## config.mk

```make
export PLATFORM = sky130hd
export DESIGN_NAME = array_backed_circular_list_engine
export DESIGN_NICKNAME = d
export VERILOG_FILES = /design/src/design/abcl_pkg.sv /design/src/design/array_backed_circular_list_engine.sv
export SDC_FILE = /design/constraint.sdc
export NUM_CORES = 1
export LEC_CHECK = 0
export ABC_AREA = 1
export BUFFER_PORTS_ARGS = -buffer_cell sky130_fd_sc_hd__buf_2
export CORE_UTILIZATION = 45
export CTS_BUF_LIST = sky130_fd_sc_hd__clkbuf_2 sky130_fd_sc_hd__clkbuf_4 sky130_fd_sc_hd__clkbuf_8
export CTS_CLUSTER_DIAMETER = 40
export DETAILED_ROUTE_END_ITERATION = 10
export GPL_TIMING_DRIVEN = 0
export SLEW_MARGIN = 20
export SYNTH_ARGS = -nofsm -noshare
export SYNTH_HDL_FRONTEND = slang
export SYNTH_SLANG_ARGS = --single-unit
```

## constraint.sdc

```tcl
create_clock -name clk -period 6.6 [get_ports clk]
set_input_delay 0.66 -clock clk [delete_from_list [all_inputs] [get_ports clk]]
set_output_delay 0.66 -clock clk [all_outputs]
set_load 0.02 [all_outputs]
```

## src/design/abcl_pkg.sv

```systemverilog
// package for the circular list engine: operation and status codes, sizes
// no dependencies
`default_nettype none
package abcl_pkg;
  localparam int unsigned CAPACITY_DEF   = 16;
  localparam int unsigned DATA_WIDTH_DEF = 32;

  localparam logic [3:0] OP_PUSH_FRONT = 4'd0;
  localparam logic [3:0] OP_PUSH_BACK  = 4'd1;
  localparam logic [3:0] OP_INSERT     = 4'd2;
  localparam logic [3:0] OP_REM_SLOT   = 4'd3;
  localparam logic [3:0] OP_REM_HEAD   = 4'd4;
  localparam logic [3:0] OP_REM_TAIL   = 4'd5;
  localparam logic [3:0] OP_RD_SLOT    = 4'd6;
  localparam logic [3:0] OP_RD_HEAD    = 4'd7;
  localparam logic [3:0] OP_RD_TAIL    = 4'd8;
  localparam logic [3:0] OP_CLEAR      = 4'd9;

  localparam logic [1:0] ST_OK    = 2'd0;
  localparam logic [1:0] ST_FULL  = 2'd1;
  localparam logic [1:0] ST_EMPTY = 2'd2;
  localparam logic [1:0] ST_BAD   = 2'd3;
endpackage
`default_nettype wire

```

## src/design/array_backed_circular_list_engine.sv

```systemverilog
// Circular doubly linked list engine over a fixed slot store. One transaction
// is one operation; the engine is busy from acceptance until its result is
// taken. A push or insert scans the occupancy map one slot per cycle to find
// the lowest free slot, an insert in the middle then walks the next links
// from the head with a read state and a step state per node, and link
// updates take up to four more single-port steps. A read passes S_CHK and
// S_RM_A to its result, a remove of any but the last node then relinks its
// neighbours in S_RM_B and S_RM_C, and clear sweeps the occupancy bits.
// Data and link stores are single-ported memories, one access per cycle.
// depends on abcl_pkg
`default_nettype none
module array_backed_circular_list_engine #(
  parameter int unsigned CAPACITY   = abcl_pkg::CAPACITY_DEF,
  parameter int unsigned DATA_WIDTH = abcl_pkg::DATA_WIDTH_DEF
) (
  input  wire logic        clk,
  input  wire logic        rst_n,
  input  wire logic        in_valid,
  output logic             in_stall,
  input  wire logic [3:0]  in_operation,
  input  wire logic [31:0] in_value,
  input  wire logic [3:0]  in_position,
  output logic             out_valid,
  input  wire logic        out_stall,
  output logic [1:0]       out_status,
  output logic [31:0]      out_data,
  output logic [3:0]       out_slot,
  output logic [4:0]       out_count
);
  localparam int unsigned AW = (CAPACITY > 1) ? $clog2(CAPACITY) : 1;
  localparam int unsigned CW = $clog2(CAPACITY + 1);

  typedef enum logic [3:0] {
    S_IDLE, S_SCAN, S_WALK_RD, S_WALK, S_LNK_A, S_LNK_B, S_LNK_C, S_LNK_D,
    S_CHK, S_RM_A, S_RM_B, S_RM_C, S_CLR, S_DONE
  } state_t;

  state_t               state_r;
  logic [CAPACITY-1:0]  occ_r;
  logic [AW-1:0]        head_r, tail_r;
  logic [CW-1:0]        count_r;
  logic [3:0]           op_r;
  logic [DATA_WIDTH-1:0] val_r;
  logic [3:0]           pos_r;
  logic [AW-1:0]        idx_r;   // scan/sweep counter
  logic [3:0]           steps_r; // walk steps remaining
  logic [AW-1:0]        s_r, p_r, b_r, n_r;
  logic                 front_r;
  logic [1:0]           status_r;
  logic [31:0]          data_r;
  logic [3:0]           slot_r;

  // single-port memories
  logic [DATA_WIDTH-1:0] dmem [CAPACITY];
  logic [AW-1:0]         nmem [CAPACITY];
  logic [AW-1:0]         pmem [CAPACITY];
  logic [DATA_WIDTH-1:0] drd_r;
  logic [AW-1:0]         nrd_r, prd_r;
  logic                  dwe, nwe, pwe;
  logic [AW-1:0]         daddr, naddr, paddr;
  logic [DATA_WIDTH-1:0] dwd;
  logic [AW-1:0]         nwd, pwd;

  always_ff @(posedge clk) begin
    if (dwe) dmem[daddr] <= dwd;
    drd_r <= dmem[daddr];
  end
  always_ff @(posedge clk) begin
    if (nwe) nmem[naddr] <= nwd;
    nrd_r <= nmem[naddr];
  end
  always_ff @(posedge clk) begin
    if (pwe) pmem[paddr] <= pwd;
    prd_r <= pmem[paddr];
  end

  // memory port control per state
  always_comb begin
    dwe = 1'b0; nwe = 1'b0; pwe = 1'b0;
    daddr = s_r; naddr = s_r; paddr = s_r;
    dwd = val_r; nwd = p_r; pwd = b_r;
    unique case (state_r)
      S_WALK_RD, S_WALK: naddr = p_r;
      S_LNK_A: paddr = p_r;
      S_LNK_B: begin
        // first entry links to itself
        dwe = 1'b1; nwe = 1'b1; pwe = 1'b1;
        nwd = (count_r == '0) ? s_r : p_r;
        pwd = (count_r == '0) ? s_r : prd_r;
      end
      S_LNK_C: begin nwe = 1'b1; naddr = b_r; nwd = s_r; end
      S_LNK_D: begin pwe = 1'b1; paddr = p_r; pwd = s_r; end
      S_CHK: begin daddr = s_r; naddr = s_r; paddr = s_r; end
      S_RM_B: begin nwe = 1'b1; naddr = p_r; nwd = n_r; end
      S_RM_C: begin pwe = 1'b1; paddr = n_r; pwd = p_r; end
      default: ;
    endcase
  end

  logic [AW-1:0] tgt;
  always_comb begin
    priority case (in_operation)
      abcl_pkg::OP_REM_HEAD, abcl_pkg::OP_RD_HEAD: tgt = head_r;
      abcl_pkg::OP_REM_TAIL, abcl_pkg::OP_RD_TAIL: tgt = tail_r;
      default: tgt = AW'(in_position);
    endcase
  end

  assign in_stall  = (state_r != S_IDLE);
  assign out_valid = (state_r == S_DONE);
  assign out_status = status_r;
  assign out_data   = data_r;
  assign out_slot   = slot_r;
  assign out_count  = 5'(count_r);

  logic is_rm;
  assign is_rm = (op_r == abcl_pkg::OP_REM_SLOT) || (op_r == abcl_pkg::OP_REM_HEAD) ||
                 (op_r == abcl_pkg::OP_REM_TAIL);

  // sequencer
  always_ff @(posedge clk) begin
    if (!rst_n) begin
      state_r <= S_IDLE; occ_r <= '0; head_r <= '0; tail_r <= '0; count_r <= '0;
    end else begin
      unique case (state_r)
        S_IDLE: if (in_valid) begin
          op_r <= in_operation; val_r <= DATA_WIDTH'(in_value); pos_r <= in_position;
          s_r <= tgt; idx_r <= '0; status_r <= abcl_pkg::ST_BAD;
          data_r <= '0; slot_r <= '0;
          front_r <= (in_operation == abcl_pkg::OP_PUSH_FRONT) ||
                     (in_operation == abcl_pkg::OP_INSERT && in_position == 4'd0);
          steps_r <= in_position;
          priority case (1'b1)
            in_operation == abcl_pkg::OP_PUSH_FRONT ||
            in_operation == abcl_pkg::OP_PUSH_BACK:
              if (count_r >= CW'(CAPACITY)) begin
                status_r <= abcl_pkg::ST_FULL; state_r <= S_DONE;
              end else state_r <= S_SCAN;
            in_operation == abcl_pkg::OP_INSERT:
              if (32'(in_position) >= 32'(count_r)) state_r <= S_DONE;
              else if (count_r >= CW'(CAPACITY)) begin
                status_r <= abcl_pkg::ST_FULL; state_r <= S_DONE;
              end else state_r <= S_SCAN;
            in_operation >= abcl_pkg::OP_REM_SLOT &&
            in_operation <= abcl_pkg::OP_RD_TAIL:
              if (count_r == '0) begin
                status_r <= abcl_pkg::ST_EMPTY; state_r <= S_DONE;
              end else if (32'(in_position) >= CAPACITY &&
                           (in_operation == abcl_pkg::OP_REM_SLOT ||
                            in_operation == abcl_pkg::OP_RD_SLOT))
                state_r <= S_DONE;
              else if (!occ_r[tgt]) state_r <= S_DONE;
              else state_r <= S_CHK;
            in_operation == abcl_pkg::OP_CLEAR: begin
              status_r <= abcl_pkg::ST_OK; head_r <= '0; tail_r <= '0;
              count_r <= '0; state_r <= S_CLR;
            end
            default: state_r <= S_DONE;
          endcase
        end
        // lowest free slot, one per cycle
        S_SCAN: if (!occ_r[idx_r]) begin
          s_r <= idx_r; p_r <= head_r;
          if (count_r == '0) begin
            b_r <= idx_r; p_r <= idx_r; state_r <= S_LNK_B;
            front_r <= 1'b1;
          end else if (op_r == abcl_pkg::OP_INSERT && !front_r &&
                       32'(pos_r) != 32'(count_r) - 1) begin
            steps_r <= pos_r; state_r <= S_WALK_RD;
          end else state_r <= S_LNK_A;
        end else idx_r <= idx_r + 1'b1;
        S_WALK_RD: if (steps_r == '0) state_r <= S_LNK_A;
                   else state_r <= S_WALK;
        S_WALK: begin
          p_r <= nrd_r; steps_r <= steps_r - 1'b1; state_r <= S_WALK_RD;
        end
        S_LNK_A: state_r <= S_LNK_B;
        S_LNK_B: begin
          // an empty list takes the new node as both head and tail
          if (count_r == '0) begin
            head_r <= s_r; tail_r <= s_r; state_r <= S_LNK_D;
          end else begin
            b_r <= prd_r; state_r <= S_LNK_C;
          end
        end
        S_LNK_C: state_r <= S_LNK_D;
        S_LNK_D: begin
          if (count_r != '0) begin
            if (op_r == abcl_pkg::OP_PUSH_FRONT ||
                (op_r == abcl_pkg::OP_INSERT && pos_r == 4'd0)) head_r <= s_r;
            else if (op_r == abcl_pkg::OP_PUSH_BACK ||
                     32'(pos_r) == 32'(count_r) - 1) tail_r <= s_r;
          end
          occ_r[s_r] <= 1'b1; count_r <= count_r + 1'b1;
          status_r <= abcl_pkg::ST_OK; slot_r <= 4'(s_r); state_r <= S_DONE;
        end
        S_CHK: state_r <= S_RM_A;
        S_RM_A: begin
          status_r <= abcl_pkg::ST_OK; slot_r <= 4'(s_r); data_r <= 32'(drd_r);
          n_r <= nrd_r; p_r <= prd_r;
          if (!is_rm) state_r <= S_DONE;
          else begin
            occ_r[s_r] <= 1'b0; count_r <= count_r - 1'b1;
            if (count_r == CW'(1)) begin
              head_r <= '0; tail_r <= '0; state_r <= S_DONE;
            end else begin
              if (head_r == s_r) head_r <= nrd_r;
              if (tail_r == s_r) tail_r <= prd_r;
              state_r <= S_RM_B;
            end
          end
        end
        S_RM_B: state_r <= S_RM_C;
        S_RM_C: state_r <= S_DONE;
        // occupancy sweep
        S_CLR: begin
          occ_r[idx_r] <= 1'b0;
          if (32'(idx_r) == CAPACITY - 1) state_r <= S_DONE;
          else idx_r <= idx_r + 1'b1;
        end
        S_DONE: if (!out_stall) state_r <= S_IDLE;
        default: state_r <= S_IDLE;
      endcase
    end
  end

  // engine busy while a result is pending
  a_busy: assert property (@(posedge clk) disable iff (!rst_n)
    out_valid |-> in_stall) else $error("accepted while result pending");
  a_cnt: assert property (@(posedge clk) disable iff (!rst_n)
    count_r <= CW'(CAPACITY)) else $error("count overflow");
  a_ok_slot: assert property (@(posedge clk) disable iff (!rst_n)
    (out_valid && out_status != abcl_pkg::ST_OK) |-> (out_slot == 4'd0 && out_data == '0))
    else $error("error result carries data");
endmodule
`default_nettype wire

```

==> results_dict.tcl <==
set metrics [dict create \
    status "finished, final reports clean" \
    fin_skew_ps 45.64 \
    reg2regPathDepth 8 \
    synth_top_area_cell "edfxtp_1" \
    cp_top_family "simple AND/OR/NAND/NOR gates" \
    setup_slack_ps 2446 \
    crit_path_max_incr_delay_ps 940 \
    cts_sinks 816 \
    syn_inst 2307 \
    max_cap_viol_count 0 \
    criticalPathCategory "flop to flop" \
    crit_path_top_delay_cell "nor2_1" \
    finalCriticalPeriod_ps 4154 \
    hold_class "primary input to flop" \
    min_path_cells 1 \
    gr-usage-all-layers 0.2443 \
    drive_gt1_frac 0.1643 \
    start_kind "flop" \
    place_ws_ps 2548 \
    drv_slew 0 \
    cts_tree "yes" \
    fp.dieW_um 268.4 \
    critical_path_peak_fanout 17 \
    clock_path_buffers 3 \
    cts_buffers 139 \
    ant_nets 0 \
    wl_mm 87.10 \
    p_per_area_nw_per_um2 391.6 \
    min_to "dwd[27]$_DFFE_PP_" \
    peakVddDrop_mv 0.1928 \
    dieArea_um2 72040 \
    slew-limit-headroom 0.1882 \
    drc 0 \
    ys_types 50 \
    leakagePower_uw 0.01295 \
    drt_first_iter_violations 1921 \
    setup_viol 0 \
    syn_nets 2364 \
    area_growth_pct 18.16 \
    end_kind "flop" \
    clock-root-buffer "clkbuf_8" \
    core_area_um2 70150 \
    io_buffers 87 \
    r2r_start "daddr[0]$_DFFE_PP_" \
    gp_congestion 0.9305 \
    critPathBufInv 5 \
    seq_area_frac_synth 0.7443 \
    synth_area_leaders "edfxtp_1, a22oi_1, dfxtp_1" \
    grt_overflow 0 \
    tightest_slew_ps 1213 \
    cpMostUsedCell "buf_2" \
    ys_warn_count 0 \
    num_rows 97 \
    die_h_um 268.4 \
    clk-insertion-delay-late_ps 790 \
    synth-seq-cells 816 \
    path_clk_slew_ps 60 \
    period_share 0.6294 \
    start_util 0.4553 \
    synth-edff-count 743 \
    grt_max_degree 20 \
    routedWlPerCell_um 23.90 \
    power_uw 14780 \
    first_pass_iters 6 \
    ys_async_sr_fraction 0 \
    post_cts_buffers 0 \
    io_pins 89 \
    multi_input_comb_area_um2 7396 \
    r2r_setup_slack_ps 2450 \
    cp_data_arrival_time_ps 4620 \
    path_cells "buf_2 -> inv_1 -> nor2_1 -> clkbuf_1 -> buf_2 -> nand2_1 -> nor2_4 -> buf_12" \
    num_vias 20793 \
    cts-resized-gates 0 \
    setup-tns-final_ps 0 \
    fillers 5874 \
    syn_avg_cell_area_um2 13.84 \
    antenna_found_initial 1 \
    grt_pass1_wl_mm 128.7 \
    place_hpwl_mm 58.48 \
    holdWs_ps 66.67 \
    synthFlopType "edfxtp_1" \
    hold_path_startpoint "in_value[27]" \
    finalHoldViolCount 0 \
    post_synth_instance_area_um2 31940 \
    h-tree-depth 4 \
    r2r_end "dmem[5][17]$_DFFE_PP_" \
    synth_top_area_frac 0.6986 \
    avgViaCountPerCell 5.706 \
    first_global_vias 20868 \
    timing.fmax_mhz 240.7 \
    layout.nets 2648 \
    register_area_um2 23770 \
    rsz0062_at_grt "false" \
    cp.required_ps 7070 \
]
synthesized netlist by cell type, types with 2 or more instances:
| cell type | instances |
|---|---|
| o2111ai_1 | 3 |
| clkbuf_1 | 82 |
| nand3_1 | 52 |
| o221ai_1 | 5 |
| o21a_1 | 3 |
| inv_2 | 13 |
| o211ai_1 | 9 |
| dfxtp_1 | 73 |
| nand3_2 | 2 |
| a21boi_0 | 64 |
| a2111o_1 | 32 |
| nor2_4 | 6 |
| nand2_1 | 293 |
| o21ai_2 | 3 |
| nor2_2 | 7 |
| buf_2 | 12 |
| a22oi_1 | 316 |
| a221oi_1 | 4 |
| nor4_1 | 3 |
| a2111oi_0 | 2 |
| a21oi_1 | 72 |
| buf_1 | 7 |
| o21ai_1 | 2 |
| o22ai_1 | 2 |
| ha_1 | 13 |
| nand4_1 | 24 |
| nor2_1 | 197 |
| edfxtp_1 | 743 |
| a31oi_1 | 10 |
| or2_2 | 5 |
| a211oi_1 | 7 |
| nand2_2 | 2 |
| a22oi_2 | 5 |
| nor3_1 | 5 |
| clkinv_1 | 4 |
| inv_1 | 125 |
| xor2_1 | 4 |
| o21ai_0 | 78 |
| xnor2_1 | 7 |
flip-flops by register name (all words and copies together), names as in the netlist, 5 cells and up:
register,cells
drd_r,32
out_data,32
occ_r,16
pmem,64
dmem,512
dwd,32
out_count,5
nmem,64
cell usage in the layout, fill, tap and decap left out, types with 6 or more instances in the layout:
cell type	count
buf_1	6
a31oi_1	10
a21boi_0	64
nor2_4	23
edfxtp_1	743
clkinv_2	13
nor2_2	7
clkbuf_4	41
a2111o_1	32
inv_1	125
buf_2	100
nor2_1	180
dfxtp_1	73
buf_16	25
nand4_1	24
dlygate4sd3_1	21
clkbuf_1	81
o211ai_1	9
nand3_1	52
a21oi_1	70
ha_1	13
inv_2	13
clkinv_1	21
a22oi_1	316
xnor2_1	7
clkbuf_8	163
a211oi_1	7
o21ai_0	76
nand2_1	293
routing by layer:
| layer | wire, µm | share of wire | global-route usage | vias to the layer above |
|---|---|---|---|---|
| li1 | - | - | - | 9376 |
| met2 | 42250 | 0.49 | 0.4032 | 832 |
| met3 | 5774 | 0.066 | 0.04219 | 174 |
| met1 | 36290 | 0.42 | 0.3206 | 10411 |
| met4 | 2784 | 0.032 | 0.1010 | 0 |
| met5 | 0 | 0 | 0 | - |
final cells by class:
cell class	count	area share
diodes	2	0.0001326
plain buffers	103	0.01101
clock buffers	204	0.06760
clock inverters	48	0.01054
inverters	142	0.01412
multi-input cells	1246	0.1960
flip-flops and latches	816	0.6299
well taps	940	0.03117
repair buffers	143	0.03952
logic make-up (layout without fill, tap and decap cells):
logic type | after synthesis | after routing | share of synthesized area
flip-flops | 816 | 816 | 0.7443
AND/OR/NAND/NOR | 599 | 599 | 0.07808
adder cells (fa/ha/maj) | 13 | 13 | 0.005093
other | 0 | 2 | 0
XOR/XNOR | 11 | 11 | 0.003016
buffers and inverters | 245 | 640 | 0.02962
AO/OA/AOI/OAI | 623 | 623 | 0.1399
timing repair:
item	in CTS	in global routing
setup endpoints to repair	0	0
hold endpoints to repair	21	0
hold buffers	21	0
worst max path at each step:
stage                  startpoint                      to  cells after the start
6_report       daddr[0]$_DFFE_PP_   dmem[5][17]$_DFFE_PP_                      8
3_3_place_gp   daddr[1]$_DFFE_PP_   dmem[6][18]$_DFFE_PP_                      7
3_5_place_dp   daddr[1]$_DFFE_PP_   dmem[6][17]$_DFFE_PP_                      8
4_1_cts        daddr[1]$_DFFE_PP_  dmem[10][25]$_DFFE_PP_                      8
2_1_floorplan               rst_n        dwd[0]$_DFFE_PP_                      4
5_1_grt        daddr[0]$_DFFE_PP_   dmem[5][17]$_DFFE_PP_                      8
per-stage QoR:
| stage | util | instances | area (µm²) |
|---|---|---|---|
| final | 0.5380 | 3644 | 37740 |
| after global routing | 0.5379 | 3643 | 37740 |
| after CTS | 0.5379 | 3642 | 37730 |
| after detailed placement | 0.4928 | 3369 | 34570 |
| after global placement | 0.4783 | 3334 | 33550 |
| after floorplan | - | 2307 | 31940 |
power by group:
part | internal (µW) | switching [µW] | total, µW
clock network | 2630 | 2040 | 4670
registers | 6190 | 286 | 6470
logic | 1090 | 2550 | 3640
Power figures use the tool's default switching activity.
